===== config.mk =====
export PLATFORM = sky130hd
export DESIGN_NAME = ipv6_text_address_parser_top
export DESIGN_NICKNAME = d
export VERILOG_FILES = /design/src/hw/rtl/ipv6p_pkg.sv /design/src/hw/rtl/ipv6p_front.sv /design/src/hw/rtl/ipv6p_back.sv /design/src/hw/rtl/ipv6_text_address_parser_top.sv
export SDC_FILE = /design/constraint.sdc
export NUM_CORES = 1
export LEC_CHECK = 0
export BUFFER_PORTS_ARGS = -buffer_cell sky130_fd_sc_hd__buf_2
export CAP_MARGIN = 5
export CORE_MARGIN = 4
export CORE_UTILIZATION = 57
export DETAILED_ROUTE_END_ITERATION = 12
export PLACE_DENSITY = 0.76
export SKIP_CTS_REPAIR_TIMING = 1
export SLEW_MARGIN = 20
export SYNTH_ARGS = -nofsm -noshare
export SYNTH_HDL_FRONTEND = slang
export SYNTH_SLANG_ARGS = --single-unit
export TNS_END_PERCENT = 50

===== constraint.sdc =====
create_clock -name clk -period 27.8 [get_ports clk]
set_clock_uncertainty 0.1 [all_clocks]
set_input_delay 6.95 -clock clk [delete_from_list [all_inputs] [get_ports clk]]
set_output_delay 6.95 -clock clk [all_outputs]
set_load 0.02 [all_outputs]

===== src/hw/rtl/ipv6p_pkg.sv =====
// Shared types and constants for the IPv6 text address parser.
package ipv6p_pkg;

    localparam int NUM_GROUPS  = 8;
    localparam int GROUP_W     = 16;
    localparam int GIDX_W      = $clog2(NUM_GROUPS);
    localparam int GCNT_W      = $clog2(NUM_GROUPS + 1);
    localparam int MAX_DIGITS  = 4;
    localparam int DCNT_W      = 3;

    // Character queue between classifier and parser; depth is a power of two.
    localparam int QUEUE_DEPTH = 2;
    localparam int QUEUE_AW    = $clog2(QUEUE_DEPTH);
    localparam int QUEUE_CW    = $clog2(QUEUE_DEPTH + 1);

    localparam logic [7:0] CHAR_COLON = 8'h3A;
    localparam logic [7:0] CHAR_SPACE = 8'h20;

    typedef enum logic [1:0] {
        TOK_HEX,
        TOK_COLON,
        TOK_SPACE,
        TOK_OTHER
    } tok_kind_t;

    typedef enum logic [1:0] {
        PREV_START,
        PREV_HEX,
        PREV_COLON,
        PREV_DCOLON
    } prev_kind_t;

    typedef struct packed {
        tok_kind_t   kind;
        logic [3:0]  value;
        logic        last;
    } token_t;

endpackage


===== src/hw/rtl/ipv6p_front.sv =====
// Character classifier and token queue in front of the parser.
module ipv6p_front
    import ipv6p_pkg::*;
(
    input  logic       clk,
    input  logic       rst_n,
    input  logic       char_valid,
    output logic       char_stall,
    input  logic [7:0] char_code,
    input  logic       last_char,
    output logic       tok_valid,
    output token_t     tok,
    input  logic       tok_pop
);

    token_t                q_mem [QUEUE_DEPTH];
    logic [QUEUE_AW-1:0]   wr_ptr_reg;
    logic [QUEUE_AW-1:0]   rd_ptr_reg;
    logic [QUEUE_CW-1:0]   count_reg;
    logic [QUEUE_CW-1:0]   count_next;
    logic                  push;
    token_t                tok_in;

    always_comb
    begin
        tok_in.last  = last_char;
        tok_in.value = 4'h0;
        case (char_code) inside
            [8'h30:8'h39]:
            begin
                tok_in.kind  = TOK_HEX;
                tok_in.value = char_code[3:0];
            end
            [8'h41:8'h46], [8'h61:8'h66]:
            begin
                tok_in.kind  = TOK_HEX;
                tok_in.value = char_code[3:0] + 4'd9;
            end
            CHAR_COLON:
            begin
                tok_in.kind = TOK_COLON;
            end
            CHAR_SPACE:
            begin
                tok_in.kind = TOK_SPACE;
            end
            default:
            begin
                tok_in.kind = TOK_OTHER;
            end
        endcase
    end

    assign char_stall = (count_reg == QUEUE_CW'(QUEUE_DEPTH));
    assign push       = char_valid && !char_stall;
    assign tok_valid  = (count_reg != '0);
    assign tok        = q_mem[rd_ptr_reg];

    always_comb
    begin
        count_next = count_reg;
        if (push && !tok_pop)
        begin
            count_next = count_reg + QUEUE_CW'(1);
        end
        else if (!push && tok_pop)
        begin
            count_next = count_reg - QUEUE_CW'(1);
        end
    end

    always_ff @(posedge clk)
    begin
        if (push)
        begin
            q_mem[wr_ptr_reg] <= tok_in;
        end
    end

    always_ff @(posedge clk or negedge rst_n)
    begin
        if (!rst_n)
        begin
            wr_ptr_reg <= '0;
            rd_ptr_reg <= '0;
            count_reg  <= '0;
        end
        else
        begin
            if (push)
            begin
                wr_ptr_reg <= wr_ptr_reg + QUEUE_AW'(1);
            end
            if (tok_pop)
            begin
                rd_ptr_reg <= rd_ptr_reg + QUEUE_AW'(1);
            end
            count_reg <= count_next;
        end
    end

    a_count_range: assert property (@(posedge clk) disable iff (!rst_n)
        count_reg <= QUEUE_CW'(QUEUE_DEPTH))
        else $error("token queue count out of range");

    a_no_pop_empty: assert property (@(posedge clk) disable iff (!rst_n)
        tok_pop |-> tok_valid)
        else $error("token popped from empty queue");

endmodule


===== src/hw/rtl/ipv6p_back.sv =====
// Group parser, address assembly and result register.
module ipv6p_back
    import ipv6p_pkg::*;
(
    input  logic        clk,
    input  logic        rst_n,
    input  logic        tok_valid,
    input  token_t      tok,
    output logic        tok_pop,
    output logic        result_valid,
    input  logic        result_stall,
    output logic [63:0] addr_high,
    output logic [63:0] addr_low,
    output logic        addr_valid
);

    logic [GROUP_W-1:0] store_reg  [NUM_GROUPS];
    logic [GROUP_W-1:0] store_next [NUM_GROUPS];
    logic [GROUP_W-1:0] accum_reg;
    logic [GROUP_W-1:0] accum_next;
    logic [DCNT_W-1:0]  digit_cnt_reg;
    logic [DCNT_W-1:0]  digit_cnt_next;
    logic [GCNT_W-1:0]  groups_reg;
    logic [GCNT_W-1:0]  groups_next;
    logic [GCNT_W-1:0]  gap_idx_reg;
    logic [GCNT_W-1:0]  gap_idx_next;
    logic               gap_seen_reg;
    logic               gap_seen_next;
    prev_kind_t         prev_reg;
    prev_kind_t         prev_next;
    logic               err_reg;
    logic               err_next;
    logic               stop_reg;
    logic               stop_next;

    logic [GROUP_W-1:0] fin_store [NUM_GROUPS];
    logic [GROUP_W-1:0] addr_grp  [NUM_GROUPS];
    logic [GCNT_W-1:0]  fin_groups;
    logic               fin_err;
    logic [GCNT_W-1:0]  shift;

    logic               result_valid_reg;
    logic [63:0]        addr_high_reg;
    logic [63:0]        addr_low_reg;
    logic               addr_valid_reg;
    logic               out_free;
    logic               finish;

    assign out_free = !result_valid_reg || !result_stall;
    assign tok_pop  = tok_valid && (!tok.last || out_free);
    assign finish   = tok_pop && tok.last;

    // Consume one token into the parse state.
    always_comb
    begin
        store_next     = store_reg;
        accum_next     = accum_reg;
        digit_cnt_next = digit_cnt_reg;
        groups_next    = groups_reg;
        gap_idx_next   = gap_idx_reg;
        gap_seen_next  = gap_seen_reg;
        prev_next      = prev_reg;
        err_next       = err_reg;
        stop_next      = stop_reg;
        if (tok_pop && !err_reg && !stop_reg)
        begin
            unique case (tok.kind)
                TOK_SPACE:
                begin
                    stop_next = 1'b1;
                end
                TOK_COLON:
                begin
                    unique case (prev_reg)
                        PREV_START:
                        begin
                            prev_next = PREV_COLON;
                        end
                        PREV_HEX:
                        begin
                            if (groups_reg >= GCNT_W'(NUM_GROUPS))
                            begin
                                err_next = 1'b1;
                            end
                            else
                            begin
                                store_next[groups_reg[GIDX_W-1:0]] = accum_reg;
                                groups_next    = groups_reg + GCNT_W'(1);
                                accum_next     = '0;
                                digit_cnt_next = '0;
                            end
                            prev_next = PREV_COLON;
                        end
                        PREV_COLON:
                        begin
                            if (gap_seen_reg)
                            begin
                                err_next = 1'b1;
                            end
                            else
                            begin
                                gap_seen_next = 1'b1;
                                gap_idx_next  = groups_reg;
                                prev_next     = PREV_DCOLON;
                            end
                        end
                        PREV_DCOLON:
                        begin
                            err_next = 1'b1;
                        end
                        default:
                        begin
                            err_next = 1'b1;
                        end
                    endcase
                end
                TOK_HEX:
                begin
                    if (prev_reg == PREV_COLON && groups_reg == '0 && !gap_seen_reg)
                    begin
                        // leading single colon
                        err_next = 1'b1;
                    end
                    else if (prev_reg == PREV_HEX)
                    begin
                        if (digit_cnt_reg >= DCNT_W'(MAX_DIGITS))
                        begin
                            err_next = 1'b1;
                        end
                        else
                        begin
                            accum_next     = {accum_reg[GROUP_W-5:0], tok.value};
                            digit_cnt_next = digit_cnt_reg + DCNT_W'(1);
                        end
                    end
                    else
                    begin
                        accum_next     = GROUP_W'(tok.value);
                        digit_cnt_next = DCNT_W'(1);
                        prev_next      = PREV_HEX;
                    end
                end
                default:
                begin
                    err_next = 1'b1;
                end
            endcase
        end
    end

    // Close the last group, check the group count and expand the gap.
    always_comb
    begin
        fin_store  = store_next;
        fin_groups = groups_next;
        fin_err    = err_next;
        if (!err_next)
        begin
            if (prev_next == PREV_HEX)
            begin
                if (groups_next >= GCNT_W'(NUM_GROUPS))
                begin
                    fin_err = 1'b1;
                end
                else
                begin
                    fin_store[groups_next[GIDX_W-1:0]] = accum_next;
                    fin_groups = groups_next + GCNT_W'(1);
                end
            end
            else if (prev_next != PREV_DCOLON)
            begin
                fin_err = 1'b1;
            end
        end
        if (!fin_err)
        begin
            if (gap_seen_next ? (fin_groups > GCNT_W'(NUM_GROUPS - 1))
                              : (fin_groups != GCNT_W'(NUM_GROUPS)))
            begin
                fin_err = 1'b1;
            end
        end
        shift = GCNT_W'(NUM_GROUPS) - fin_groups;
        for (int p = 0; p < NUM_GROUPS; p++)
        begin
            if (!gap_seen_next || GCNT_W'(p) < gap_idx_next)
            begin
                addr_grp[p] = fin_store[p];
            end
            else if ({1'b0, GCNT_W'(p)} >= ({1'b0, gap_idx_next} + {1'b0, shift}))
            begin
                addr_grp[p] = fin_store[GIDX_W'(GCNT_W'(p) - shift)];
            end
            else
            begin
                addr_grp[p] = '0;
            end
        end
    end

    always_ff @(posedge clk)
    begin
        if (tok_pop)
        begin
            store_reg <= store_next;
        end
        if (finish)
        begin
            addr_high_reg <= fin_err ? 64'd0
                           : {addr_grp[0], addr_grp[1], addr_grp[2], addr_grp[3]};
            addr_low_reg  <= fin_err ? 64'd0
                           : {addr_grp[4], addr_grp[5], addr_grp[6], addr_grp[7]};
            addr_valid_reg <= !fin_err;
        end
    end

    always_ff @(posedge clk or negedge rst_n)
    begin
        if (!rst_n)
        begin
            accum_reg        <= '0;
            digit_cnt_reg    <= '0;
            groups_reg       <= '0;
            gap_idx_reg      <= '0;
            gap_seen_reg     <= 1'b0;
            prev_reg         <= PREV_START;
            err_reg          <= 1'b0;
            stop_reg         <= 1'b0;
            result_valid_reg <= 1'b0;
        end
        else
        begin
            if (finish)
            begin
                // start over for the next address text
                accum_reg     <= '0;
                digit_cnt_reg <= '0;
                groups_reg    <= '0;
                gap_idx_reg   <= '0;
                gap_seen_reg  <= 1'b0;
                prev_reg      <= PREV_START;
                err_reg       <= 1'b0;
                stop_reg      <= 1'b0;
            end
            else
            begin
                accum_reg     <= accum_next;
                digit_cnt_reg <= digit_cnt_next;
                groups_reg    <= groups_next;
                gap_idx_reg   <= gap_idx_next;
                gap_seen_reg  <= gap_seen_next;
                prev_reg      <= prev_next;
                err_reg       <= err_next;
                stop_reg      <= stop_next;
            end
            if (finish)
            begin
                result_valid_reg <= 1'b1;
            end
            else if (!result_stall)
            begin
                result_valid_reg <= 1'b0;
            end
        end
    end

    assign result_valid = result_valid_reg;
    assign addr_high    = addr_high_reg;
    assign addr_low     = addr_low_reg;
    assign addr_valid   = addr_valid_reg;

    a_digit_range: assert property (@(posedge clk) disable iff (!rst_n)
        digit_cnt_reg <= DCNT_W'(MAX_DIGITS))
        else $error("group digit count out of range");

    a_gap_order: assert property (@(posedge clk) disable iff (!rst_n)
        gap_idx_reg <= groups_reg)
        else $error("gap position beyond completed groups");

    a_bad_is_zero: assert property (@(posedge clk) disable iff (!rst_n)
        (result_valid_reg && !addr_valid_reg) |-> (addr_high_reg == 64'd0 && addr_low_reg == 64'd0))
        else $error("rejected address carries nonzero data");

    a_restart: assert property (@(posedge clk) disable iff (!rst_n)
        finish |=> (groups_reg == '0 && prev_reg == PREV_START && !err_reg && !stop_reg))
        else $error("parser did not restart after last character");

endmodule


===== src/hw/rtl/ipv6_text_address_parser_top.sv =====
// Top level of the IPv6 text address parser.
//
// Input channel: one ASCII character per transaction on char_code, with
// last_char high on the final character of an address text. A transaction
// completes when char_valid is high and char_stall is low.
// Output channel: one transaction per text, on the edge after its last
// character is parsed: addr_high/addr_low hold the 128-bit address (first
// group in the top bits, double-colon gap filled with zeros) and addr_valid
// tells whether the text was well formed; on a syntax error both halves are 0.
// The last character enters the queue at its accepting edge; the parser pops
// it once no held result is stalled and loads the result register at the edge
// on which it pops it. Throughput: one character per cycle while char_stall
// is low; texts follow each other with no gap.
// Reset clears the queue, the parser state and the result valid flag; with
// the queue empty, char_stall is low and the block is ready for a character.
// While result_stall holds a result, the parser keeps taking characters up
// to the next last character; the two-entry queue then fills and char_stall
// rises until the result is taken.
module ipv6_text_address_parser_top
    import ipv6p_pkg::*;
(
    input  logic        clk,
    input  logic        rst_n,
    input  logic        char_valid,
    output logic        char_stall,
    input  logic [7:0]  char_code,
    input  logic        last_char,
    output logic        result_valid,
    input  logic        result_stall,
    output logic [63:0] addr_high,
    output logic [63:0] addr_low,
    output logic        addr_valid
);

    logic   tok_valid;
    token_t tok;
    logic   tok_pop;

    ipv6p_front u_front (
        .clk        (clk),
        .rst_n      (rst_n),
        .char_valid (char_valid),
        .char_stall (char_stall),
        .char_code  (char_code),
        .last_char  (last_char),
        .tok_valid  (tok_valid),
        .tok        (tok),
        .tok_pop    (tok_pop)
    );

    ipv6p_back u_back (
        .clk          (clk),
        .rst_n        (rst_n),
        .tok_valid    (tok_valid),
        .tok          (tok),
        .tok_pop      (tok_pop),
        .result_valid (result_valid),
        .result_stall (result_stall),
        .addr_high    (addr_high),
        .addr_low     (addr_low),
        .addr_valid   (addr_valid)
    );

endmodule

==> results_dict.tcl, run 1 <==
set metrics [dict create \
    post_drt_via_cell_ratio 7.29 \
    holdWs_ns 0.400 \
    drive_gt1_share_pct 21.3 \
    syn_inst 1951 \
    antenna_left 0 \
    synth-simple-area-share_pct 10.8 \
    via_count 18400 \
    leakage_uw 0.00890 \
    critical_path_required_ns 28.07 \
    cp_cell_sequence "buf_2 > nand2_1 > o22a_4 > inv_1 > nor3_1 > a31o_2 > or4_4 > xnor2_4 > buf_4 > inv_4 > ha_1 > xnor3_2 > buf_4 > inv_4 > ha_1 > nor2b_1 > nand3b_1 > o21ai_0 > nand3_1 > a211oi_1 > o211ai_1 > nor2_1 > o211ai_1 > o211ai_1" \
    synth_fp_nets 1986 \
    slowest_stage "a211oi_1" \
    combPwrFrac_pct 59.2 \
    hold_violations 0 \
    n_antenna_cell 0 \
    syn-cell-area_mm2 0.0206 \
    setup_viol 0 \
    antenna_found_initial 0 \
    seq_area_frac_synth_pct 44.0 \
    dp.final_hpwl_mm 59.6 \
    rr_worst_depth 23 \
    wl_mm 83.3 \
    clk-insertion-delay-late_ns 0.57 \
    ys.flop_type "edfxtp_1" \
    pin_count 144 \
    fin_crit_sh_pct 54.8 \
    final_cell_mix "edfxtp_1, mux2i_1, nand2_1" \
    fmax_ghz 0.0656 \
    start_util_pct 57.9 \
    synth_compound_area_share_pct 18.5 \
    critPathMostFrequentCell "o211ai_1" \
    tightestPinTransition_ns 1.24 \
    status "finished, final reports clean" \
    cts_tree "yes" \
    layout_commonest_cell "edfxtp_1" \
    synth_xor_area_share_pct 0.747 \
    critPathMaxStageDelay_ns 0.90 \
    synth_edf_count 271 \
    synth-seq-cells 308 \
    dpl_cell_area_mm2 0.0217 \
    final_cell_area_mm2 0.0228 \
    route.detailed.drc 0 \
    nNetsFinal 2067 \
    cts-root-buf "clkbuf_16" \
    drt_iter0_drc 2478 \
    grt_start_max_net_pins 162 \
    tns_ns 0 \
    first_pass_iters 9 \
    grt_pass1_wl_mm 120 \
    avgSynthCellArea_um2 10.6 \
    die_h_um 198 \
    clk_pin_slew_ns 0.06 \
    power_switching_uw 1590 \
    synthArstFlopShare_pct 12.0 \
    syn2layout_area_growth_pct 10.7 \
    intPower_uw 1650 \
    synthAdderAreaFrac_pct 1.37 \
    coreArea_mm2 0.0356 \
    critical_path_class "input pin to register" \
    total_power_uw 3240 \
    yosys.area.top_type "edfxtp_1" \
    peakVddDrop_mv 0.137 \
    end_kind "register" \
    slew_headroom_pct 17.2 \
    yosys_warnings 0 \
    grt_usage_pct 41.9 \
    maxCapViolations 0 \
    synth_top_family_by_area "multiplexers" \
    die_x_um 198 \
    grt_pass1_vias 17900 \
    min_period_ns 15.24 \
    yosys.cell_types.count 95 \
    hp-class "register to register" \
    cp-start-kind "input pin" \
    synth_top_area_share_pct 39.5 \
    grt-ovfl-total 0 \
    cts_buffer_depth 3 \
    gp_congestion 1.04 \
    power.density_mw_per_mm2 142 \
    htreeDepth 2 \
    clock_sinks 308 \
    rsz0062_at_grt "no" \
    final_max_slew_viol_count 0 \
    worstPathArrival_ns 15.51 \
    cp_max_fo 66 \
    muxShareOfSynthArea_pct 19.5 \
    largest_reg_flops 128 \
    dieArea_mm2 0.0392 \
    synth_area_leaders "edfxtp_1, mux2i_1, mux2_2, dfrtp_1, mux4_2" \
    cts_buffers 35 \
    clockPowerShare_pct 13.7 \
    p_sw_share_pct 49.0 \
    io_buffers 143 \
    whs_path_depth 1 \
    rows 69 \
    final_util_pct 64.1 \
    wl_per_cell_um 33.1 \
    seqPwrFrac_pct 27.1 \
]
## stage by stage
step	cells	worst slack (ns)
after global routing	2518	12.16
after detailed placement	2454	12.24
after global placement	2454	12.57
after floorplan	1951	11.56
after CTS	2516	12.90
final	2518	12.56
## Yosys cell counts (all sizes together), types with 8 or more instances
library cell,count
nor3,50
a32oi,15
o221ai,32
nor2,131
mux2,109
nor4,11
o211ai,71
or3,14
a22oi,12
o21ai,120
nand2,154
o22ai,13
o2bb2a,10
nor2b,14
edfxtp,271
buf,61
a211oi,48
a21boi,11
ha,21
mux2i,206
a222oi,11
mux4,32
nand2b,10
nand3,33
and3,10
a221o,9
a21o,16
a221oi,15
a21oi,105
inv,100
dfrtp,37
o21a,11
xnor2,8
clkbuf,88
## critical path: cells and delay by family
family                   cells  cell delay (ns)
AO/OA/AOI/OAI                7             2.92
buffers and inverters        6             2.38
AND/OR/NAND/NOR              7             1.83
adder cells (fa/ha/maj)      2             0.81
XOR/XNOR                     2             0.52
## path summary, 6_finish.rpt
kind	startpoint	to	slack [ns]
worst max register to register	u_front.rd_ptr_reg	u_back.addr_low[34]	17.88
max in group asynchronous	rst_n	u_back.gap_seen_reg	20.62
worst min register to register	u_front.wr_ptr_reg	u_front.wr_ptr_reg	0.40
worst max-delay path	result_stall	u_back.addr_low[34]	12.56
min in group asynchronous	rst_n	u_back.digit_cnt_reg[1]	6.41
worst min-delay path	u_front.wr_ptr_reg	u_front.wr_ptr_reg	0.40
## power by group through the flow
stage	combinational, uW	clock (uW)	sequential [uW]
2_1_floorplan	1180	0	954
3_3_place_gp	1830	0	872
3_5_place_dp	1840	0	880
4_1_cts	1850	448	874
5_1_grt	2000	467	892
6_report	1920	445	878
## cell families (layout without fill, tap and decap cells)
kind of cell,after synthesis,after routing
buffers and inverters,251,357
AO/OA/AOI/OAI,550,550
XOR/XNOR,13,13
multiplexers,347,347
AND/OR/NAND/NOR,460,460
adder cells (fa/ha/maj),22,22
flip-flops,308,308
## layout make-up
type,instances,area [um2]
clock buffer,46,948
fill,2893,12800
inverter,102,388
sequential,308,9060
timing repair buffer,193,1100
multi-input combinational,1392,10600
tap,461,577
clock inverter,16,113
## routing by layer
metal,GRT usage [%],up-vias,share of wire (%)
met5,0,-,0.022
met3,8.01,379,10
li1,-,7667,-
met4,31.9,2,9.6
met2,67.9,1453,47
met1,49.4,8851,34
Note: power is estimated with default switching activity, not from simulation.
==> run 2: changes to the inputs <==
--- a/config.mk
+++ b/config.mk
@@ -8,9 +8,9 @@
 export BUFFER_PORTS_ARGS = -buffer_cell sky130_fd_sc_hd__buf_2
 export CAP_MARGIN = 5
 export CORE_MARGIN = 4
-export CORE_UTILIZATION = 57
+export CORE_UTILIZATION = 56
 export DETAILED_ROUTE_END_ITERATION = 12
-export PLACE_DENSITY = 0.76
+export PLACE_DENSITY = 0.78
 export SKIP_CTS_REPAIR_TIMING = 1
 export SLEW_MARGIN = 20
 export SYNTH_ARGS = -nofsm -noshare
==> constraint.sdc (replaced) <==
create_clock -name clk -period 13.4 [get_ports clk]
set_clock_uncertainty 0.1 [all_clocks]
set_input_delay 3.35 -clock clk [delete_from_list [all_inputs] [get_ports clk]]
set_output_delay 3.35 -clock clk [all_outputs]
set_load 0.02 [all_outputs]
==> run 2 against run 1 <==
Against the previous run: sequential power rose by 110%; clock power grew 140%; worst hold slack better by 0.047 ns; sequential share of layout area shrank 0.34 points; cell count about the same; flip-flop and latch count is the same; clock-buffer cell count is 5 lower; critical path type unchanged.
==> results_dict.tcl, run 2 (synthesis results as in run 1) <==
set metrics [dict create \
    status "finished, final reports clean" \
    clk-insertion-delay-late_ns 0.57 \
    peakVddDrop_mv 0.162 \
    fin_crit_sh_pct 78.3 \
    end_kind "register" \
    largest_reg_flops 128 \
    min_to "u_back.stop_reg" \
    dieArea_mm2 0.0399 \
    cts_buffers 35 \
    critPathBufInv 4 \
    setup_viol 0 \
    critPathMaxStageDelay_ns 0.85 \
    cts_tree "yes" \
    hp-class "register to register" \
    cp_max_fo 74 \
    cp_top_family "compound AO/OA/AOI/OAI gates" \
    cts-root-buf "clkbuf_16" \
    post_drt_via_cell_ratio 7.36 \
    whs_path_depth 2 \
    clk_pin_slew_ns 0.06 \
    power.density_mw_per_mm2 296 \
    first_pass_iters 9 \
    rr_worst_depth 20 \
    io_buffers 143 \
    die_x_um 200 \
    rsz0062_at_grt "no" \
    drt_iter0_drc 2668 \
    slowest_stage "o22a_4" \
    timing.rr.start "u_front.rd_ptr_reg" \
    final_cell_mix "edfxtp_1, mux2i_1, nand2_1" \
    grt_start_max_net_pins 84 \
    final_max_slew_viol_count 0 \
    via_count 18500 \
    route.detailed.drc 0 \
    antenna_left 0 \
    min_period_ns 10.49 \
    grt_pass1_wl_mm 117 \
    critical_path_class "input pin to register" \
    start_util_pct 57.4 \
    layout_commonest_cell "edfxtp_1" \
    leakage_uw 0.00901 \
    fill_cells 2861 \
    die_h_um 200 \
    final_cell_area_mm2 0.0230 \
    total_power_uw 6820 \
    maxCapViolations 0 \
    wl_per_cell_um 32.0 \
    critical_path_required_ns 13.66 \
    pin_count 144 \
    nNetsFinal 2068 \
    wl_mm 80.6 \
    htreeDepth 2 \
    cp-start-kind "input pin" \
    tightestPinTransition_ns 1.18 \
    reg2reg_to "u_back.addr_low[34]" \
    tns_ns 0 \
    grt_usage_pct 39.6 \
    antenna_found_initial 1 \
    grt_pass1_vias 17900 \
    drive_gt1_share_pct 21.9 \
    syn2layout_area_growth_pct 11.7 \
    worstPathArrival_ns 10.75 \
    hold_violations 0 \
    grt-ovfl-total 0 \
    rows 69 \
    fmax_ghz 0.0954 \
    n_antenna_cell 0 \
    slew_headroom_pct 20.0 \
    fin_ws_ns 2.91 \
    r2r_setup_slack_ns 4.63 \
    coreArea_mm2 0.0359 \
    dpl_cell_area_mm2 0.0217 \
    cts_buffer_depth 3 \
    gp_congestion 1.07 \
    place_ws_ns 2.56 \
    dp.final_hpwl_mm 57.7 \
    min-delay-start "u_back.stop_reg" \
    cp_cell_sequence "buf_2 > nand2_1 > o22a_4 > inv_1 > nor3_1 > a31o_2 > or4_4 > xnor2_4 > inv_4 > ha_1 > xnor3_2 > inv_4 > ha_1 > nor2b_1 > o21ai_0 > nand3_1 > a211oi_1 > o211ai_1 > nor2_1 > o211ai_1 > o211ai_1" \
    critPathMostFrequentCell "o211ai_1" \
    clock_sinks 308 \
]
## run 2: metrics by stage
| step | std cells | util [%] | hold slack [ns] |
|---|---|---|---|
| floorplan | 1951 | - | 0.361 |
| global placement | 2457 | 60.5 | 0.376 |
| detailed placement | 2457 | 60.5 | 0.402 |
| CTS | 2519 | 64.0 | 0.444 |
| global route | 2519 | 64.1 | 0.458 |
| finish | 2519 | 64.1 | 0.447 |
## run 2: how the worst max path moves through the flow
| stage | from | endpoint | cells after the start |
|---|---|---|---|
| after floorplan | result_stall | u_back.addr_low[32] | 26 |
| after global placement | result_stall | u_back.addr_low[33] | 21 |
| after detailed placement | result_stall | u_back.addr_low[33] | 21 |
| after CTS | result_stall | u_back.addr_low[34] | 21 |
| after global routing | result_stall | u_back.addr_low[33] | 21 |
| final | result_stall | u_back.addr_low[34] | 21 |
## run 2: final cells by class
class                      instances  area (um2)  share of cell area, %
multi-input combinational       1392       10600                   46.2
timing repair buffer             194        1100                   4.78
tap                              461         577                   2.51
sequential                       308        9060                   39.4
clock buffer                      41         951                   4.13
clock inverter                    21         303                   1.32
inverter                         102         388                   1.69
## run 2: where the power goes
group / internal [uW] / total (uW) / switching, uW
sequential: 1630 / 1830 / 207
clock: 661 / 1070 / 408
combinational: 1280 / 3920 / 2640
## run 2: layer usage
| metal | wire length, um | vias up | global-route usage (%) |
|---|---|---|---|
| met1 | 27700 | 8873 | 48.8 |
| met3 | 9220 | 445 | 8.26 |
| met2 | 35700 | 1554 | 62.4 |
| met5 | 14 | - | 0 |
| li1 | - | 7669 | - |
| met4 | 8010 | 2 | 28.5 |
## run 2: worst register-to-register path, delay by kind of cell (launching register included)
kind	cells	cell delay [ns]
AOI/OAI and AO/OA	7	3.02
xor gates and xnor gates	2	0.57
adders and majority gates	2	0.74
buffers and inverters	3	1.33
DFF	1	0.81
muxes	1	0.50
and+or+nand+nor	5	1.52
